`config.mk`:
```
export PLATFORM = sky130hd
export DESIGN_NAME = lru_slice_tracker_flat
export DESIGN_NICKNAME = d
export VERILOG_FILES = /design/src/rtl/lst_pkg.sv /design/src/rtl/lst_touch_if.sv /design/src/rtl/lst_evict_if.sv /design/src/rtl/lst_datapath.sv /design/src/rtl/lst_controller.sv /design/src/rtl/lru_slice_tracker.sv /design/src/flat_wrapper.sv
export SDC_FILE = /design/constraint.sdc
export NUM_CORES = 1
export LEC_CHECK = 0
export BUFFER_PORTS_ARGS = -buffer_cell sky130_fd_sc_hd__buf_4
export CELL_PAD_IN_SITES_DETAIL_PLACEMENT = 1
export CELL_PAD_IN_SITES_GLOBAL_PLACEMENT = 1
export CORE_UTILIZATION = 55
export CTS_CLUSTER_SIZE = 12
export DETAILED_ROUTE_END_ITERATION = 8
export PLACE_DENSITY_LB_ADDON = 0.1
export REMOVE_ABC_BUFFERS = 1
export SLEW_MARGIN = 20
export SYNTH_ARGS = -nofsm -noshare
export SYNTH_HDL_FRONTEND = slang
export SYNTH_SLANG_ARGS = --single-unit
```
`constraint.sdc`:
```
create_clock -name i_clk -period 9.73 [get_ports i_clk]
set_clock_uncertainty 0.15 [all_clocks]
set_input_delay 0.973 -clock i_clk [delete_from_list [all_inputs] [get_ports i_clk]]
set_output_delay 0.973 -clock i_clk [all_outputs]
set_load 0.02 [all_outputs]
```
`src/rtl/lst_pkg.sv`:
```
// ----------------------------------------------------------------------------
// LRU slice tracker package
// Shared sizes and the command and status bundles between the controller and
// the datapath of the recency list.
// ----------------------------------------------------------------------------
package lst_pkg;

    // Number of slice numbers the list can hold.
    localparam int CAPACITY   = 16;
    // Width of one slice number.
    localparam int SLICE_BITS = 12;
    // Width of the max_kept register.
    localparam int MAX_KEPT_W = 5;
    // Counter width: holds CAPACITY + 1 (the list plus one appended entry).
    localparam int CNT_W      = $clog2(CAPACITY + 2);
    // Slots in the list register file, including the transient extra slot.
    localparam int SLOTS      = CAPACITY + 1;

    // Commands from the controller to the datapath.
    typedef struct packed {
        logic load;    // capture the requested slice number
        logic update;  // remove an earlier copy and append at the newest end
        logic evict;   // pop the oldest entry into the output register
    } t_dp_cmd;

    // Status from the datapath to the controller.
    typedef struct packed {
        logic over_limit;  // the list holds more entries than the limit
        logic out_free;    // the output register can take a result this cycle
    } t_dp_status;

endpackage

```
`src/rtl/lst_touch_if.sv`:
```
// ----------------------------------------------------------------------------
// Touch channel
// Carries one slice number per request from the source to the tracker.
// ----------------------------------------------------------------------------
interface lst_touch_if
    import lst_pkg::*;
    ();

    logic                  valid;
    logic                  ready;
    logic [SLICE_BITS-1:0] slice_number;

    modport source (output valid, output slice_number, input ready);
    modport sink   (input valid, input slice_number, output ready);

endinterface

```
`src/rtl/lst_evict_if.sv`:
```
// ----------------------------------------------------------------------------
// Eviction channel
// Carries one evicted slice number per request, with a last-of-run mark.
// ----------------------------------------------------------------------------
interface lst_evict_if
    import lst_pkg::*;
    ();

    logic                  valid;
    logic                  ready;
    logic [SLICE_BITS-1:0] evicted_slice;
    logic                  last;

    modport source (output valid, output evicted_slice, output last, input ready);
    modport sink   (input valid, input evicted_slice, input last, output ready);

endinterface

```
`src/rtl/lst_datapath.sv`:
```
// ----------------------------------------------------------------------------
// LRU slice tracker datapath
// Holds the recency list, the entry count, the limit register and the
// output register. Performs the parallel match, compaction and append together
// on one update command and pops one oldest entry per eviction command.
// ----------------------------------------------------------------------------
module lst_datapath
    import lst_pkg::*;
(
    input  logic                  i_clk,
    input  logic                  i_rst_n,
    input  logic                  i_cfg_we,
    input  logic [MAX_KEPT_W-1:0] i_cfg_wdata,
    input  logic [SLICE_BITS-1:0] i_slice_number,
    input  t_dp_cmd               i_cmd,
    output t_dp_status            o_status,
    lst_evict_if.source           o_evict
);

    logic [SLICE_BITS-1:0] r_list [SLOTS];
    logic [SLICE_BITS-1:0] n_list [SLOTS];
    logic [CNT_W-1:0]      r_count;
    logic [CNT_W-1:0]      n_count;
    logic [MAX_KEPT_W-1:0] r_max_kept;
    logic [SLICE_BITS-1:0] r_slice;
    logic                  r_out_valid;
    logic [SLICE_BITS-1:0] r_out_slice;
    logic                  r_out_last;

    logic [CNT_W-1:0]      limit;
    logic [CAPACITY-1:0]   hit;
    logic                  any_hit;
    logic [CNT_W-1:0]      append_idx;
    logic                  out_free;

    // Effective limit: zero acts as one, anything above capacity as capacity.
    always_comb begin
        if (r_max_kept == '0) begin
            limit = CNT_W'(1);
        end else if (int'(r_max_kept) > CAPACITY) begin
            limit = CNT_W'(CAPACITY);
        end else begin
            limit = CNT_W'(r_max_kept);
        end
    end

    // Parallel match of the captured slice against the valid entries.
    always_comb begin
        for (int i = 0; i < CAPACITY; i++) begin
            hit[i] = (CNT_W'(i) < r_count) && (r_list[i] == r_slice);
        end
    end

    assign any_hit    = |hit;
    assign append_idx = r_count - CNT_W'(any_hit);
    assign out_free   = !r_out_valid || o_evict.ready;

    assign o_status.over_limit = (r_count > limit);
    assign o_status.out_free   = out_free;

    // Next list contents: compaction plus append, or a pop of the oldest entry.
    always_comb begin
        logic seen;
        seen = 1'b0;
        for (int i = 0; i < SLOTS; i++) begin
            n_list[i] = r_list[i];
        end
        n_count = r_count;
        if (i_cmd.update) begin
            // Entries at and above the matching slot move down by one.
            for (int i = 0; i < CAPACITY; i++) begin
                seen = seen | hit[i];
                if (seen) begin
                    n_list[i] = r_list[i + 1];
                end
            end
            for (int i = 0; i < SLOTS; i++) begin
                if (CNT_W'(i) == append_idx) begin
                    n_list[i] = r_slice;
                end
            end
            n_count = append_idx + CNT_W'(1);
        end else if (i_cmd.evict) begin
            for (int i = 0; i < CAPACITY; i++) begin
                n_list[i] = r_list[i + 1];
            end
            n_count = r_count - CNT_W'(1);
        end
    end

    // List storage, no reset: entries at or beyond the count are never read.
    always_ff @(posedge i_clk) begin
        for (int i = 0; i < SLOTS; i++) begin
            r_list[i] <= n_list[i];
        end
        if (i_cmd.load) begin
            r_slice <= i_slice_number;
        end
        if (i_cmd.evict) begin
            r_out_slice <= r_list[0];
            r_out_last  <= (r_count == limit + CNT_W'(1));
        end
    end

    // Control state: count, limit register and output valid.
    always_ff @(posedge i_clk) begin
        if (!i_rst_n) begin
            r_count     <= '0;
            r_max_kept  <= MAX_KEPT_W'(1);
            r_out_valid <= 1'b0;
        end else begin
            r_count <= n_count;
            if (i_cfg_we) begin
                r_max_kept <= i_cfg_wdata;
            end
            if (i_cmd.evict) begin
                r_out_valid <= 1'b1;
            end else if (o_evict.ready) begin
                r_out_valid <= 1'b0;
            end
        end
    end

    assign o_evict.valid         = r_out_valid;
    assign o_evict.evicted_slice = r_out_slice;
    assign o_evict.last          = r_out_last;

endmodule

```
`src/rtl/lst_controller.sv`:
```
// ----------------------------------------------------------------------------
// LRU slice tracker controller
// Sequences one touch: capture, list update, then one eviction per cycle
// while the list is over its limit and the output register is free.
// ----------------------------------------------------------------------------
module lst_controller
    import lst_pkg::*;
(
    input  logic        i_clk,
    input  logic        i_rst_n,
    input  t_dp_status  i_status,
    output t_dp_cmd     o_cmd,
    lst_touch_if.sink   i_touch
);

    typedef enum logic [2:0] {
        S_IDLE   = 3'b001,
        S_UPDATE = 3'b010,
        S_EVICT  = 3'b100
    } t_state;

    t_state r_state;
    t_state n_state;

    assign i_touch.ready = (r_state == S_IDLE);

    // Next state and datapath commands.
    always_comb begin
        n_state      = r_state;
        o_cmd.load   = 1'b0;
        o_cmd.update = 1'b0;
        o_cmd.evict  = 1'b0;
        case (r_state)
            S_IDLE: begin
                if (i_touch.valid) begin
                    o_cmd.load = 1'b1;
                    n_state    = S_UPDATE;
                end
            end
            S_UPDATE: begin
                o_cmd.update = 1'b1;
                n_state      = S_EVICT;
            end
            S_EVICT: begin
                if (!i_status.over_limit) begin
                    n_state = S_IDLE;
                end else if (i_status.out_free) begin
                    o_cmd.evict = 1'b1;
                end
            end
            default: begin
                n_state = S_IDLE;
            end
        endcase
    end

    // State register.
    always_ff @(posedge i_clk) begin
        if (!i_rst_n) begin
            r_state <= S_IDLE;
        end else begin
            r_state <= n_state;
        end
    end

endmodule

```
`src/rtl/lru_slice_tracker.sv`:
```
// ----------------------------------------------------------------------------
// LRU slice tracker
// Recency list of slice numbers, oldest first; each touch moves the slice to
// the newest end and evicts the oldest entries above the max_kept limit.
// ----------------------------------------------------------------------------
// A touch is accepted in the idle state, which captures its slice number; the
// update state then does the parallel match, compaction and append, and the
// eviction state pops one entry per cycle into the output register while that
// register is free, and returns to idle once it sees the list within its limit.
// The next touch is accepted only after that return to idle.
// Synchronous active-low reset empties the list and sets max_kept to 1.
module lru_slice_tracker
    import lst_pkg::*;
(
    input  logic                  i_clk,
    input  logic                  i_rst_n,
    input  logic                  i_cfg_we,
    input  logic [MAX_KEPT_W-1:0] i_cfg_wdata,
    lst_touch_if.sink             i_touch,
    lst_evict_if.source           o_evict
);

    t_dp_cmd    cmd;
    t_dp_status status;

    // Sequencer for one touch at a time.
    lst_controller u_ctrl (
        .i_clk    (i_clk),
        .i_rst_n  (i_rst_n),
        .i_status (status),
        .o_cmd    (cmd),
        .i_touch  (i_touch)
    );

    // List storage, match and output register.
    lst_datapath u_dp (
        .i_clk          (i_clk),
        .i_rst_n        (i_rst_n),
        .i_cfg_we       (i_cfg_we),
        .i_cfg_wdata    (i_cfg_wdata),
        .i_slice_number (i_touch.slice_number),
        .i_cmd          (cmd),
        .o_status       (status),
        .o_evict        (o_evict)
    );

    // At most one datapath command per cycle.
    assert property (@(posedge i_clk) disable iff (!i_rst_n)
        $onehot0({cmd.load, cmd.update, cmd.evict}))
        else $error("more than one datapath command in a cycle");

    // An eviction only happens into a free output register.
    assert property (@(posedge i_clk) disable iff (!i_rst_n)
        cmd.evict |-> status.out_free)
        else $error("eviction would overwrite a pending result");

    // An eviction only happens while the list is above its limit.
    assert property (@(posedge i_clk) disable iff (!i_rst_n)
        cmd.evict |-> status.over_limit)
        else $error("eviction while the list is within its limit");

    // An eviction always presents a result in the next cycle.
    assert property (@(posedge i_clk) disable iff (!i_rst_n)
        cmd.evict |=> o_evict.valid)
        else $error("eviction did not present a result");

endmodule

```
`src/flat_wrapper.sv`:
```
// flat-port wrapper written by rule: the top's interface ports become plain ports
module lru_slice_tracker_flat import lst_pkg::*;
  (i_clk, i_rst_n, i_cfg_we, i_cfg_wdata, i_touch_valid, i_touch_slice_number, i_touch_ready, o_evict_valid, o_evict_evicted_slice, o_evict_last, o_evict_ready);
  lst_touch_if i_touch_i ();
  lst_evict_if o_evict_i ();
  input  logic i_clk;
  input  logic i_rst_n;
  input  logic i_cfg_we;
  input  logic [MAX_KEPT_W-1:0] i_cfg_wdata;
  input wire logic [$bits(i_touch_i.valid)-1:0] i_touch_valid;
  input wire logic [$bits(i_touch_i.slice_number)-1:0] i_touch_slice_number;
  output wire logic [$bits(i_touch_i.ready)-1:0] i_touch_ready;
  output wire logic [$bits(o_evict_i.valid)-1:0] o_evict_valid;
  output wire logic [$bits(o_evict_i.evicted_slice)-1:0] o_evict_evicted_slice;
  output wire logic [$bits(o_evict_i.last)-1:0] o_evict_last;
  input wire logic [$bits(o_evict_i.ready)-1:0] o_evict_ready;
  assign i_touch_i.valid = i_touch_valid;
  assign i_touch_i.slice_number = i_touch_slice_number;
  assign i_touch_ready = i_touch_i.ready;
  assign o_evict_valid = o_evict_i.valid;
  assign o_evict_evicted_slice = o_evict_i.evicted_slice;
  assign o_evict_last = o_evict_i.last;
  assign o_evict_i.ready = o_evict_ready;
  lru_slice_tracker u_core (.i_clk(i_clk), .i_rst_n(i_rst_n), .i_cfg_we(i_cfg_we), .i_cfg_wdata(i_cfg_wdata), .i_touch(i_touch_i), .o_evict(o_evict_i));
endmodule
```
==> qor.yml, run 1 <==
global_route:
  grt_pass1_vias: 9397
  antenna_found_initial: 1
  overflow: 0
  grt.total_usage: 0.282
  grt_max_degree: 35
  grt_pass1_wl_mm: 55.6
sta:
  relSlewSlack: 0.262
  fin_crit_ps: 6500
  final_max_slew_viol_count: 0
  fin_crit_sh: 0.668
  fmax_mhz: 154
  setup_viol: 0
  fin_setup_tns_ps: 0
  hold_viol: 0
  rsz0062_at_grt: "false"
  finalHoldWorstSlack_ps: 335
  worstMarginPinSlew_ps: 1100
clocking:
  worstSkewPairLatency_ps: 550
  clock_tree.buffer_depth: 3
  root_buffer: "clkbuf_16"
  clk_pin_slew_ps: 60
  cts_tree: "done"
  numCtsBuffers: 28
  ctsHtreeMaxLevel: 1
  cts_resized: 0
  cts_sinks: 243
  cts_setup_buffers: 0
  cts_hold_repair.buffers: 0
route:
  drt-total-wl_mm: 35.6
  wl_per_cell_um: 25.4
  drc: 0
  dr.pass1.iters: 5
  antenna_left: 0
  vias: 8572
  vias_per_cell: 6.12
  drt-initial-drc-count: 553
cells_and_area:
  areaGrowthSynthToFinish_pct: 9.63
  fillerInstances: 2354
  regArea_mm2: 0.00716
  final_nets: 1092
  multi_input_area_mm2: 0.00604
  diodes: 0
  layout-drive-gt1-share: 0.297
synthesis:
  synth_edf_count: 229
  synth_top_flop_cell: "edfxtp_1"
  ys_seq_area_frac: 0.523
  avgSynthCellArea_um2: 13.1
  ys_ff_latch: 243
  netlist_area_mm2: 0.0137
  synth_top_area_share: 0.503
  yosys_warnings: 0
  syn_inst: 1046
  synth_area_leader_cell: "edfxtp_1"
  synth.distinct_cells: 67
  ys_top_cells_by_area: "edfxtp_1 50%, mux2_2 16%, xnor2_1 7.6%"
  async_flop_share: 0
critical_path:
  critPathMaxFanout: 18
  start_kind: "flop"
  reg2regPathDepth: 16
  worstPathArrival_ps: 6520
  worst-setup-path-type: "flop to flop"
  crit_path_end_kind: "flop"
  crit_required_ps: 9750
power:
  ir_drop_mv: 0.134
  leakagePower_nw: 4.90
  p_per_area_mw_per_mm2: 162
  total_power_w: 0.00243
placement:
  dp_hpwl_mm: 23.4
  portBuffers: 36
  routabilityCongestion: 0.862
hold_path:
  hold_path_class: "flop to flop"
  min_path_cells: 0
die:
  start_util: 0.561
  core-area_mm2: 0.0244
  rows: 57
  die_y_um: 160
  fp.dieW_um: 160
  io_pins: 37
  dieArea_mm2: 0.0255
run_status:
  outcome: "complete, no violations"
run:
  drv_cap: 0
==> worst max-delay path, stage by stage (launching register included) <==
cell      delay (ps)
edfxtp_1         950
buf_4            440
xnor2_1          130
nand4_1          140
nor4_1            90
nor4_1           290
nand4_1          250
nor4_2           510
nand2_1          120
ha_1             230
ha_1             290
nand2_1          140
xor2_2           390
nand2_1          190
nor2_1           830
nor2_1           110
a21oi_1          860
==> layer usage <==
metal	vias to the layer above	track usage	routed length, um
met2	183	0.489	17900
met4	0	0.0817	792
li1	3888	-	-
met5	-	0	0
met3	61	0.0397	1320
met1	4440	0.369	15600
==> placed cells by master, fill, tap and decap left out, types with 15 or more instances in the layout <==
cell type	count
nand4_1	48
xnor2_1	119
mux2_2	189
xor2_1	84
nor2_1	42
buf_4	58
clkbuf_16	29
edfxtp_1	229
nor4_1	35
ha_1	15
nand2_1	34
==> path summary, 6_finish.rpt <==
| check | endpoint | from | slack, ps |
|---|---|---|---|
| worst max-delay path | u_core.u_dp.r_list[0][91] | u_core.u_dp.r_slice[0] | 3230 |
| worst min-delay path | u_core.u_dp.o_evict.evicted_slice[10] | u_core.u_dp.r_list[0][10] | 340 |
| worst max register to register | u_core.u_dp.r_list[0][91] | u_core.u_dp.r_slice[0] | 3230 |
| worst min register to register | u_core.u_dp.o_evict.evicted_slice[10] | u_core.u_dp.r_list[0][10] | 340 |
==> layout make-up <==
type	instances	area share
well taps	324	0.0270
clock inverters	8	0.00609
flip-flops and latches	243	0.477
repair buffers	58	0.0290
clock buffers	44	0.0555
multi-input cells	714	0.403
inverters	10	0.00250
==> synthesized netlist by cell type (4+ instances only) <==
cell type  count
a211o_1        4
a211oi_1       4
a21o_1         4
a21oi_1       11
a31oi_1        7
and2_1         6
buf_2         12
buf_4         23
buf_6          9
clkbuf_1      29
dfxtp_1       14
edfxtp_1     229
ha_1          15
inv_1         10
mux2_2       189
mux2i_1        5
nand2_1       34
nand2b_1       5
nand3_1       10
nand4_1       48
nand4b_1       4
nor2_1        47
nor2b_1        8
nor3_1         4
nor4_1        35
o21a_1         4
o21ai_0        4
o21ai_1        4
or4_1          7
xnor2_1      119
xor2_1        84
==> power breakdown <==
group          switching [W]  internal, W
Sequential         0.0000241      0.00115
Combinational       0.000124    0.0000718
Clock               0.000423     0.000637
==> kinds of logic (layout without fill, tap and decap cells) <==
group	count (synthesis)	after routing	synth area share
muxes	197	197	0.162
xor gates and xnor gates	204	204	0.131
DFF	243	243	0.523
and+or+nand+nor	232	232	0.0966
buffers and inverters	89	120	0.0396
adders and majority gates	15	15	0.0137
AOI/OAI and AO/OA	66	66	0.0343
==> sequential cells by signal, summed over array words and instances, names as in the netlist <==
name / cells
u_core.u_ctrl.r_state: 3
u_core.u_dp.o_evict.evicted_slice: 12
u_core.u_dp.o_evict.last: 1
u_core.u_dp.o_evict.valid: 1
u_core.u_dp.r_count: 5
u_core.u_dp.r_list: 204
u_core.u_dp.r_max_kept: 5
u_core.u_dp.r_slice: 12
==> metrics by stage <==
step	cell area [um2]	std cells	utilization	setup slack, ps
after floorplan	13200	967	-	4320
after global placement	14000	1349	0.575	3310
after detailed placement	14000	1349	0.576	3030
after CTS	15000	1401	0.613	2920
after global routing	15000	1401	0.615	2870
final	15000	1401	0.615	3230
Note: power is estimated with default switching activity, not from simulation.
==> run 2: changes to the inputs <==
--- a/config.mk
+++ b/config.mk
@@ -8,7 +8,7 @@
 export BUFFER_PORTS_ARGS = -buffer_cell sky130_fd_sc_hd__buf_4
 export CELL_PAD_IN_SITES_DETAIL_PLACEMENT = 1
 export CELL_PAD_IN_SITES_GLOBAL_PLACEMENT = 1
-export CORE_UTILIZATION = 55
+export CORE_UTILIZATION = 53
 export CTS_CLUSTER_SIZE = 12
 export DETAILED_ROUTE_END_ITERATION = 8
 export PLACE_DENSITY_LB_ADDON = 0.1
==> constraint.sdc (replaced) <==
create_clock -name i_clk -period 6.7 [get_ports i_clk]
set_clock_uncertainty 0.15 [all_clocks]
set_input_delay 0.67 -clock i_clk [delete_from_list [all_inputs] [get_ports i_clk]]
set_output_delay 0.67 -clock i_clk [all_outputs]
set_load 0.02 [all_outputs]
==> qor.yml, run 2 (synthesis gave the netlist of run 1 again) <==
run_status:
  outcome: "complete, no violations"
route:
  vias: 8557
  routed.top_layer: "met4"
  met1_length_mm: 15.8
  drc: 0
  wl_met3_um: 981
  routed-wl-met2_mm: 17.8
  drt-total-wl_mm: 35.1
  drt-initial-drc-count: 512
  dr.pass1.iters: 5
  antenna_left: 0
  wl_per_cell_um: 24.4
  vias_per_cell: 5.95
critical_path:
  start_kind: "flop"
  crit_required_ps: 6840
  crit_chain: "xor2_1 -> nor4_1 -> and4_4 -> nor4_2 -> nand2_1 -> nor4_2 -> nand2_1 -> ha_1 -> ha_1 -> or2_2 -> o21ai_1 -> and2_1 -> o21ai_1 -> nor2_1 -> buf_4 -> mux2_2"
  reg2reg_slack_ps: 1080
  worstPathArrival_ps: 5760
  crit_slowest_cell: "edfxtp_1"
  critPathMaxFanout: 16
  worst-setup-path-type: "flop to flop"
  critPathMaxStageDelay_ps: 1030
  crit_path_end_kind: "flop"
power:
  p_int_w: 0.00261
  p_comb_frac: 0.083
  total_power_w: 0.00342
  switching_share: 0.237
  p_per_area_mw_per_mm2: 226
  leakagePower_nw: 5.03
  p_seq_frac: 0.504
  pwr-share-clk: 0.413
  p_sw_w: 0.000809
  ir_drop_mv: 0.218
sta:
  finalHoldWorstSlack_ps: 152
  worstMarginPinSlew_ps: 1090
  setup_viol: 0
  relSlewSlack: 0.273
  fmax_mhz: 178
  fin_setup_tns_ps: 0
  fin_crit_sh: 0.839
  final_max_slew_viol_count: 0
  hold_viol: 0
  fin_crit_ps: 5620
  rsz0062_at_grt: "false"
cells_and_area:
  areaGrowthSynthToFinish_pct: 10.7
  most-common-layout-cells: "229 x edfxtp_1, 189 x mux2_2, 119 x xnor2_1"
  top_register: "u_core.u_dp.r_list"
  diodes: 0
  layout-drive-gt1-share: 0.303
  postLayoutCellArea_mm2: 0.0151
  fillerInstances: 2470
  final_nets: 1124
  utilization: 0.600
  largest_reg_flops: 204
  layout_commonest_cell: "edfxtp_1"
placement:
  dp_hpwl_mm: 25.4
  dpl-instance-area_mm2: 0.0143
  portBuffers: 36
  routabilityCongestion: 0.846
clocking:
  cts_resized: 0
  cts_hold_repair.buffers: 0
  worstSkewPairLatency_ps: 550
  cts_tree: "done"
  cts_sinks: 243
  clock_tree.buffer_depth: 3
  root_buffer: "clkbuf_16"
  numCtsBuffers: 27
  ctsHtreeMaxLevel: 1
  clk_pin_slew_ps: 60
  cts_setup_buffers: 0
die:
  core-area_mm2: 0.0253
  io_pins: 37
  start_util: 0.542
  die_y_um: 163
  fp.dieW_um: 163
  rows: 58
  dieArea_mm2: 0.0265
global_route:
  grt.total_usage: 0.270
  grt_pass1_vias: 9129
  grt_pass1_wl_mm: 54.1
  grt_max_degree: 28
  overflow: 0
  antenna_found_initial: 0
run:
  drv_cap: 0
hold_path:
  hold_path_class: "input pin to flop"
-- run 2: changes by cell type in the layout (fill, tap and decap cells not counted), sizes merged --
cell and delta:
inv +1, buf +33, clkinvlp +1, clkinv +4, clkbuf -8
-- run 2: power groups by stage --
stage                     Combinational (W)  Clock, W  Sequential (W)
after floorplan                    0.000149         0         0.00176
after global placement             0.000271         0         0.00176
after detailed placement           0.000280         0         0.00176
after CTS                          0.000283   0.00143         0.00172
after global routing               0.000306   0.00148         0.00173
final                              0.000284   0.00141         0.00172
-- run 2: final timing paths --
path | start | endpoint | cells past startpoint
worst max-delay path | u_core.u_dp.r_slice[9] | u_core.u_dp.r_list[0][6] | 16
worst min-delay path | i_touch_slice_number[2] | u_core.u_dp.r_slice[2] | 1
worst max register to register | u_core.u_dp.r_slice[9] | u_core.u_dp.r_list[0][6] | 16
worst min register to register | u_core.u_dp.r_list[0][10] | u_core.u_dp.o_evict.evicted_slice[10] | 0
-- run 2: metal layers --
metal,global-route usage,vias to the layer above
li1,-,3968
met5,0,-
met3,0.0278,37
met4,0.0497,0
met1,0.362,4416
met2,0.478,136
-- run 2: per-stage QoR --
stage / setup WS (ps) / std cells
finish: 1080 / 1438
global route: 694 / 1438
CTS: 1100 / 1438
detailed placement: 1150 / 1388
global placement: 1150 / 1387
floorplan: 1290 / 967
-- run 2: layout make-up --
class                      instances  area, um2  area share
clock buffer                      36        709      0.0468
clock inverter                    14        118     0.00777
inverter                          10       37.5     0.00248
multi-input combinational        714       5990       0.396
sequential                       243       7160       0.473
tap                              330        413      0.0273
timing repair buffer              91        716      0.0473
-- run 2: worst max-delay path: cells and delay by family, from the launching register on --
| family | cells | cell delay, ps |
|---|---|---|
| AOI/OAI and AO/OA | 2 | 320 |
| xor gates and xnor gates | 1 | 270 |
| adders and majority gates | 2 | 510 |
| buffers and inverters | 1 | 280 |
| DFF | 1 | 1030 |
| muxes | 1 | 350 |
| and+or+nand+nor | 9 | 2430 |
==> run 3: changes to the inputs <==
--- a/config.mk
+++ b/config.mk
@@ -8,7 +8,7 @@
 export BUFFER_PORTS_ARGS = -buffer_cell sky130_fd_sc_hd__buf_4
 export CELL_PAD_IN_SITES_DETAIL_PLACEMENT = 1
 export CELL_PAD_IN_SITES_GLOBAL_PLACEMENT = 1
-export CORE_UTILIZATION = 53
+export CORE_UTILIZATION = 48
 export CTS_CLUSTER_SIZE = 12
 export DETAILED_ROUTE_END_ITERATION = 8
 export PLACE_DENSITY_LB_ADDON = 0.1
==> constraint.sdc (replaced) <==
create_clock -name i_clk -period 4.5 [get_ports i_clk]
set_clock_uncertainty 0.15 [all_clocks]
set_input_delay 0.45 -clock i_clk [delete_from_list [all_inputs] [get_ports i_clk]]
set_output_delay 0.45 -clock i_clk [all_outputs]
set_load 0.02 [all_outputs]
==> qor.yml, run 3 (synthesis gave the netlist of run 1 again) <==
cells_and_area:
  multi_input_area_mm2: 0.00642
  diodes: 0
  final_nets: 1243
  fillerInstances: 2747
  layout-drive-gt1-share: 0.406
  regArea_mm2: 0.00716
  postLayoutCellArea_mm2: 0.0171
  fin_cells: 1606
  areaGrowthSynthToFinish_pct: 24.6
  largest_reg_flops: 204
  most-common-layout-cells: "229 x edfxtp_1, 181 x mux2_2, 146 x buf_4"
  layout_commonest_cell: "edfxtp_1"
  top_register: "u_core.u_dp.r_list"
critical_path:
  start_kind: "flop"
  crit_path_end_kind: "flop"
  r2r_start: "u_core.u_dp.r_slice[9]"
  crit_required_ps: 4640
  critPathMaxFanout: 12
  worst-setup-path-type: "flop to flop"
  reg2regPathDepth: 19
  worstPathArrival_ps: 4640
  r2r-end: "u_core.u_dp.r_list[0][127]"
  reg2reg_slack_ps: 3
hold_path:
  hold_path_class: "input pin to flop"
  min_path_cells: 3
  min_from: "i_cfg_wdata[1]"
  worstHoldEndpoint: "u_core.u_dp.r_max_kept[1]"
clocking:
  cts_tree: "done"
  cts_sinks: 243
  worstSkewPairLatency_ps: 550
  ctsHtreeMaxLevel: 1
  clk_pin_slew_ps: 60
  numCtsBuffers: 28
  clock_tree.buffer_depth: 3
  root_buffer: "clkbuf_16"
run_status:
  outcome: "complete, no violations"
sta:
  finalHoldWorstSlack_ps: 21.6
  rsz0062_at_grt: "true"
  relSlewSlack: 0.523
  fin_crit_sh: 0.999
  fmax_mhz: 222
  setup_viol: 0
  fin_crit_ps: 4500
  hold_viol: 0
  final_max_slew_viol_count: 0
  worstMarginPinSlew_ps: 706
route:
  drc: 0
  drt-initial-drc-count: 579
  drt-total-wl_mm: 39.9
  antenna_left: 0
  vias_per_cell: 5.69
  vias: 9133
  dr.pass1.iters: 7
  wl_per_cell_um: 24.8
run:
  drv_cap: 0
die:
  dieArea_mm2: 0.0292
  die_y_um: 171
  core-area_mm2: 0.0279
  rows: 61
  start_util: 0.490
  io_pins: 37
  fp.dieW_um: 171
power:
  p_int_w: 0.00405
  switching_share: 0.241
  pwr-share-clk: 0.413
  p_sw_w: 0.00129
  p_comb_frac: 0.113
  p_seq_frac: 0.474
  leakagePower_nw: 5.89
  ir_drop_mv: 0.299
  p_per_area_mw_per_mm2: 313
placement:
  dp_hpwl_mm: 25.3
  dp_cells: 1488
  dpl-instance-area_mm2: 0.0150
  routabilityCongestion: 0.869
  portBuffers: 36
global_route:
  overflow: 0
  grt_pass1_wl_mm: 57.7
  grt_max_degree: 35
  grt.total_usage: 0.262
  antenna_found_initial: 0
  grt_pass1_vias: 9780
[run 3: cell count changes in the layout (fill, tap and decap cells not counted), sizes merged]
cell / delta
inv: -1
clkinvlp: +1
clkinv: +2
buf: +99
clkbuf: +5
dlygate4sd3: +14
[run 3: worst max-delay path by stage]
stage,start,to,slack (ps),depth (start not counted)
after global placement,u_core.u_dp.r_slice[7],u_core.u_dp.r_list[0][16],-140,18
after CTS,u_core.u_dp.r_slice[9],u_core.u_dp.r_list[0][43],-40,19
final,u_core.u_dp.r_slice[9],u_core.u_dp.r_list[0][127],3,19
after floorplan,u_core.u_dp.r_slice[2],u_core.u_dp.r_list[0][108],-910,16
after detailed placement,u_core.u_dp.r_slice[7],u_core.u_dp.r_list[0][23],-230,18
after global routing,u_core.u_dp.r_slice[9],u_core.u_dp.r_list[0][103],-90,19
[run 3: critical path, cell delays in order, from the launching register on]
cell and delay (ps):
edfxtp_1 420, buf_8 170, buf_12 150, xor2_2 140, nand4b_1 160, a2111oi_2 70, nor4_4 430, nand2_2 130
nor4_4 280, nand2_2 120, ha_4 190, ha_4 170, or2_2 330, o21ai_2 160, nand2_1 110, o31ai_2 110
nand2_1 210, nor2_1 130, buf_4 220, mux2_2 370
[run 3: final cells by class]
class                           count  area share
Sequential cell                   243       0.420
Multi-Input combinational cell    714       0.377
Timing Repair Buffer              209       0.122
Clock buffer                       36      0.0441
Tap cell                          378      0.0277
Clock inverter                     16     0.00763
Inverter                           10     0.00220
[run 3: power by group through the flow]
stage                     clock network, W  logic (W)  registers, W
after floorplan                          0   0.000222       0.00262
after global placement                   0   0.000484       0.00257
after detailed placement                 0   0.000493       0.00257
after CTS                          0.00224   0.000524       0.00252
after global routing               0.00232   0.000638       0.00253
final                              0.00220   0.000602       0.00253
[run 3: routing by layer]
| layer | wire (um) | up-vias | GRT usage |
|---|---|---|---|
| met2 | 20200 | 173 | 0.468 |
| met3 | 1300 | 84 | 0.0317 |
| met1 | 17100 | 4688 | 0.334 |
| li1 | - | 4188 | - |
| met5 | 0 | - | 0 |
| met4 | 1310 | 0 | 0.0745 |
[run 3: through the flow]
stage | utilization | setup slack, ps | setup TNS, ps | total power, W
after floorplan | - | -909 | -156410 | 0.00285
after global placement | 0.536 | -135 | -3390 | 0.00305
after detailed placement | 0.536 | -233 | -14710 | 0.00306
after CTS | 0.589 | -35.6 | -942 | 0.00529
after global routing | 0.610 | -87.3 | -7300 | 0.00548
final | 0.610 | 2.63 | 0 | 0.00533
[run 3: timing repair]
| action | CTS | global route |
|---|---|---|
| hold buffers | 14 | 0 |
| pin swaps | 20 | 22 |
| buffers inserted | 16 | 28 |
| gates resized for setup | 71 | 46 |
| hold endpoints to repair | 13 | 0 |
| setup endpoints to repair | 311 | 372 |
| gates cloned | 5 | 5 |
